--- config.mk ---
export PLATFORM = sky130hd
export DESIGN_NAME = tcw_ctrl
export DESIGN_NICKNAME = d
export VERILOG_FILES = /design/src/tcw_pkg.sv /design/src/tcw_ctrl.sv
export SDC_FILE = /design/constraint.sdc
export NUM_CORES = 1
export LEC_CHECK = 0
export ABC_AREA = 0
export BUFFER_PORTS_ARGS = -buffer_cell sky130_fd_sc_hd__clkbuf_2
export CORE_AREA = 2 2 39 41
export CTS_BUF_LIST = sky130_fd_sc_hd__clkbuf_8
export CTS_CLUSTER_DIAMETER = 80
export CTS_CLUSTER_SIZE = 14
export DETAILED_ROUTE_END_ITERATION = 12
export DIE_AREA = 0 0 41 43
export HOLD_SLACK_MARGIN = 0.15
export PLACE_DENSITY = 0.69
export REMOVE_ABC_BUFFERS = 1
export SETUP_SLACK_MARGIN = 0.2
export SLEW_MARGIN = 10
export SYNTH_ARGS = -nofsm -noshare
export SYNTH_HDL_FRONTEND = slang
export SYNTH_SLANG_ARGS = --single-unit
--- constraint.sdc ---
create_clock -name clk -period 4.3 [get_ports clk]
set_clock_uncertainty 0.15 [all_clocks]
set_input_delay 0.645 -clock clk [delete_from_list [all_inputs] [get_ports clk]]
set_output_delay 0.645 -clock clk [all_outputs]
set_load 0.05 [all_outputs]
--- src/tcw_pkg.sv ---
// tcw_pkg: shared types and constants for the text console writer
// no dependencies; imported by every module of the block except tcw_ram
package tcw_pkg;

	localparam int CELL_IDX_W = 11;
	localparam int PADDR_W    = 3;
	localparam int PDATA_W    = 32;

	localparam logic [7:0] BLANK_CODE   = 8'h20;
	localparam logic [7:0] NEWLINE_CODE = 8'h0A;
	localparam logic [7:0] RESET_ATTR   = 8'h0F;

	// register word index, taken from paddr[2]
	localparam logic [0:0] REG_TEXT_ATTR = 1'b0;

	typedef enum logic [2:0] {
		OP_PUT_CHAR  = 3'd0,
		OP_NEWLINE   = 3'd1,
		OP_BACKSPACE = 3'd2,
		OP_CLEAR     = 3'd3,
		OP_SET_CUR   = 3'd4,
		OP_READ_CELL = 3'd5
	} op_t;

	typedef struct packed {
		logic [2:0]            op;
		logic [7:0]            char_code;
		logic [CELL_IDX_W-1:0] cell_index;
	} in_item_t;

	typedef struct packed {
		logic [CELL_IDX_W-1:0] cursor_cell;
		logic [7:0]            cell_char;
		logic [7:0]            cell_attr;
		logic                  scrolled;
	} out_item_t;

	typedef enum logic [1:0] {
		SWP_INIT,
		SWP_SCROLL,
		SWP_CLEAR
	} sweep_mode_t;

	typedef enum logic [3:0] {
		CUR_HOLD,
		CUR_SCROLL_BACK,
		CUR_NEWLINE,
		CUR_PUT,
		CUR_BACK,
		CUR_ZERO,
		CUR_LOAD,
		CUR_DIV_STEP,
		CUR_DIV_END
	} cursor_op_t;

	typedef enum logic [2:0] {
		ST_INIT,
		ST_IDLE,
		ST_EXEC,
		ST_SWEEP,
		ST_PUT,
		ST_BS2,
		ST_DIV,
		ST_DONE
	} ctl_state_t;

	// controller to datapath
	typedef struct packed {
		logic        capture;
		logic        sweep_start;
		logic        sweep_step;
		sweep_mode_t sweep_mode;
		cursor_op_t  cur_op;
		logic        blank_next;
		logic        rd_cell;
		logic        load_out;
	} ctl_cmd_t;

	// datapath to controller
	typedef struct packed {
		logic [2:0] op;
		logic       past_end;
		logic       nl_scroll;
		logic       sweep_done;
		logic       rem_ge_cols;
		logic       out_free;
	} dp_stat_t;

endpackage

--- src/tcw_ctrl.sv ---
// tcw_ctrl: sequencing state machine of the text console writer
// depends on tcw_pkg; drives the datapath through ctl_cmd_t
module tcw_ctrl
	import tcw_pkg::*;
(
	input  logic     clk,
	input  logic     arst_n,
	input  logic     item_valid,
	output logic     item_stall,
	input  dp_stat_t stat,
	output ctl_cmd_t cmd
);

	ctl_state_t state_q, state_d;
	logic       take;

	always_ff @(posedge clk or negedge arst_n) begin
		if (!arst_n) begin
			state_q <= ST_INIT;
		end else begin
			state_q <= state_d;
		end
	end

	// new transaction can enter when idle, or when the finished result leaves
	assign item_stall = !((state_q == ST_IDLE) || ((state_q == ST_DONE) && stat.out_free));
	assign take       = item_valid && !item_stall;

	// next state
	always_comb begin
		state_d = state_q;
		unique case (state_q)
			ST_INIT: begin
				if (stat.sweep_done) state_d = ST_IDLE;
			end
			ST_IDLE: begin
				if (take) state_d = ST_EXEC;
			end
			ST_EXEC: begin
				case (stat.op)
					OP_PUT_CHAR:  state_d = stat.past_end ? ST_SWEEP : ST_DONE;
					OP_NEWLINE:   state_d = stat.nl_scroll ? ST_SWEEP : ST_DONE;
					OP_BACKSPACE: state_d = ST_BS2;
					OP_CLEAR:     state_d = ST_SWEEP;
					OP_SET_CUR:   state_d = ST_DIV;
					default:      state_d = ST_DONE;
				endcase
			end
			ST_SWEEP: begin
				if (stat.sweep_done) begin
					state_d = (stat.op == OP_PUT_CHAR) ? ST_PUT : ST_DONE;
				end
			end
			ST_PUT:  state_d = ST_DONE;
			ST_BS2:  state_d = ST_DONE;
			ST_DIV: begin
				if (!stat.rem_ge_cols) state_d = ST_DONE;
			end
			ST_DONE: begin
				if (stat.out_free) state_d = take ? ST_EXEC : ST_IDLE;
			end
			default: state_d = ST_INIT;
		endcase
	end

	// commands
	always_comb begin
		cmd            = '0;
		cmd.sweep_mode = SWP_SCROLL;
		cmd.cur_op     = CUR_HOLD;
		cmd.capture    = take;
		unique case (state_q)
			ST_INIT: begin
				cmd.sweep_step = 1'b1;
			end
			ST_IDLE: ;
			ST_EXEC: begin
				case (stat.op)
					OP_PUT_CHAR: begin
						if (stat.past_end) begin
							cmd.cur_op      = CUR_SCROLL_BACK;
							cmd.sweep_start = 1'b1;
						end else begin
							cmd.cur_op = CUR_PUT;
						end
					end
					OP_NEWLINE: begin
						cmd.cur_op      = CUR_NEWLINE;
						cmd.sweep_start = stat.nl_scroll;
					end
					OP_BACKSPACE: cmd.cur_op = CUR_BACK;
					OP_CLEAR: begin
						cmd.cur_op      = CUR_ZERO;
						cmd.sweep_start = 1'b1;
						cmd.sweep_mode  = SWP_CLEAR;
					end
					OP_SET_CUR:   cmd.cur_op = CUR_LOAD;
					OP_READ_CELL: cmd.rd_cell = 1'b1;
					default: ;
				endcase
			end
			ST_SWEEP: cmd.sweep_step = 1'b1;
			ST_PUT:   cmd.cur_op = CUR_PUT;
			ST_BS2:   cmd.blank_next = 1'b1;
			ST_DIV:   cmd.cur_op = stat.rem_ge_cols ? CUR_DIV_STEP : CUR_DIV_END;
			ST_DONE:  cmd.load_out = stat.out_free;
			default: ;
		endcase
	end

endmodule

==> key figures <==
Placed design
  • Hpwl dp: 844.7 um
  • Routability cong.: 0.7644
  • Area after DPL: 549.3 um2
  • Placed Cells: 98
  • IO buf count: 23

Finish
  • Top reg by flops: state_q
  • Final instance area: 604.3 um2
  • Commonest non-fill, non-tap cell in the layout: clkbuf_2
  • Register area: 75.07 um2
  • Antenna cells: 0
  • Most frequent cells in the layout: 23 x clkbuf_2, 6 x nor2_1, 5 x a21oi_1, 4 x nor2b_1, 4 x nor3_1
  • Final net count: 99
  • Biggest regs: state_q (3)
  • Area growth syn-to-layout: 35.67%
  • Layout cell share with drive strength beyond 1: 33.33%
  • Finished Layout Cells: 103
  • Multi-input logic area: 331.6 um2
  • Max reg flops: 3
  • Fillers: 144

Global route
  • Vias in the first global route: 466
  • Initial antenna violation count: 0
  • First-pass GRT wire length: 1856 um
  • Total GRT Usage: 14.80%
  • Grt ovf: 0
  • Largest net degree at the start of global routing: 25

CTS
  • Clock buffer count from CTS: 3
  • CTS clk-pin slew, worst paths: 0.03 ns
  • Root Driver: clkbuf_8
  • CTS Hold Bufs: 1
  • Clock sink total: 3
  • Bufs on Longest Clock Path: 2
  • Clock latency on the worst-skew pair: 0.21 ns
  • # H-tree levels: 1
  • CTS resizes: 0
  • Setup Fix Bufs, Post-CTS: 0
  • CTS tree: done

Pwr
  • Static Leak: 0.2864 nW
  • Max VDD drop: 299.4 uV
  • Overall power: 0.0004573 W
  • Power Density: 756.7 nW/um2

Timing
  • Worst Tran Pin Value: 0.6320 ns
  • F_max: 0.3778 GHz
  • Min Clock Period, post-route: 2.647 ns
  • RSZ-0062 raised after global routing: false
  • Final hold vios: 0
  • Final setup TNS: 0 ns
  • Period Utilization, post-route: 61.55%
  • Worst hold slack: 0.6175 ns
  • Final setup fails: 0
  • Slew Viols, Final: 0
  • Relative slew slack: 57.87%

Routing
  • Via count: 566
  • Antenna-violating nets left: 0
  • WL/cell: 11.38 um
  • Remaining DRCs: 0
  • Via/cell ratio: 5.495
  • DR iter-0 viols: 17
  • Drt total wl: 1172 um
  • Drt first pass iters: 4

Yosys
  • Synth cell types: 35
  • Async set-reset flop share out of synthesis: 100.0%
  • Ys Warns: 0
  • Number of enable flip-flop cells after synthesis: 0
  • Flops & latches, synth: 3
  • Post-Syn Area: 445.4 um2
  • Sequential area share after synthesis: 16.85%
  • Post-synth top flop: dfrtp_1
  • Syn avg cell area: 6.853 um2
  • Syn Inst Count: 65

Critical path
  • Largest stage delay on the critical path: 0.53 ns
  • Kind of critical path: reg -> out
  • Worst EP required: 3.50 ns
  • Worst R2R Setup Slack: 2.60 ns
  • Critical path launch point type: register
  • Arrival time worst endpoint: 1.85 ns
  • Cell Chain, Critical Path: nand2b_1 -> or3_1 -> o22ai_1 -> clkbuf_2
  • Worst setup EP type: output pin
  • Slowest cell on crit path: dfrtp_1
  • CP Max Fanout: 17

Die
  • Top Ports: 24
  • Row cnt: 14
  • Die ar.: 1763 um2
  • Chip width: 41 um
  • Starting Density: 32.19%
  • Die H: 43 um
  • CORE AREA: 1384 um2

Outcome
  • Status: finished, final reports clean

Run
  • Max-Cap Viols: 0

Min path
  • Hold Path Class: in -> async
-- cell families after synthesis --
kind of cell,Yosys count,share of synthesized area (%)
simple gates,33,41.01
compound gates,18,27.25
buf+inv,8,8.706
flops,3,16.85
xor+xnor,2,3.933
mux,1,2.247
-- per-layer routing --
layer	vias up	global-route usage (%)	part of all wire (%)
li1	287	-	-
met2	25	20.63	47
met4	0	7.333	0
met3	0	3.141	8.1
met1	254	20.78	45
met5	-	0	0
-- stage by stage --
stage | utilization (%) | setup slack, ns
6_report | 43.67 | 1.653
5_1_grt | 43.67 | 1.534
4_1_cts | 43.67 | 1.638
3_5_place_dp | 39.69 | 1.865
3_3_place_gp | 39.69 | 1.895
2_1_floorplan | - | 1.294
-- cells in the mapped netlist, types with 3 or more instances --
cell	number	area, um2
a21oi_1	5	25.02
nand2_1	3	11.26
buf_2	4	20.02
nand3_1	3	15.01
dfrtp_1	3	75.07
nor2_1	6	22.52
nor3_1	4	20.02
and3_1	3	18.77
nor2b_1	4	25.02
-- where the power goes --
part	internal (W)	switching, W	leakage (nW)
combinational	0.0000918	0.000189	0.228
clock	0.0000607	0.0000178	0.0269
sequential	0.0000408	0.0000568	0.0317
-- critical path, delay by kind of cell, from the launching register on --
kind | cells | cell delay [ns]
buffers and inverters | 1 | 0.30
AOI/OAI and AO/OA | 1 | 0.14
DFF | 1 | 0.53
and+or+nand+nor | 2 | 0.66
-- final cells by class --
cell class	instances	area share, %
sequential	3	12.42
timing repair buffer	24	20.70
multi-input combinational	54	54.87
tap	16	3.313
clock inverter	1	0.6211
clock buffer	3	6.832
inverter	2	1.242
-- path summary, 6_finish.rpt --
kind | start | to | cells past startpoint
min | arst_n | state_q[0] | 2
max | state_q[0] | cmd[3] | 4
min in group clk | stat[2] | state_q[2] | 3
min reg2reg | state_q[0] | state_q[2] | 1
max reg2reg | state_q[0] | state_q[0] | 4
max in group asynchronous | arst_n | state_q[2] | 2
No activity file was read; power rests on OpenSTA's default activity.
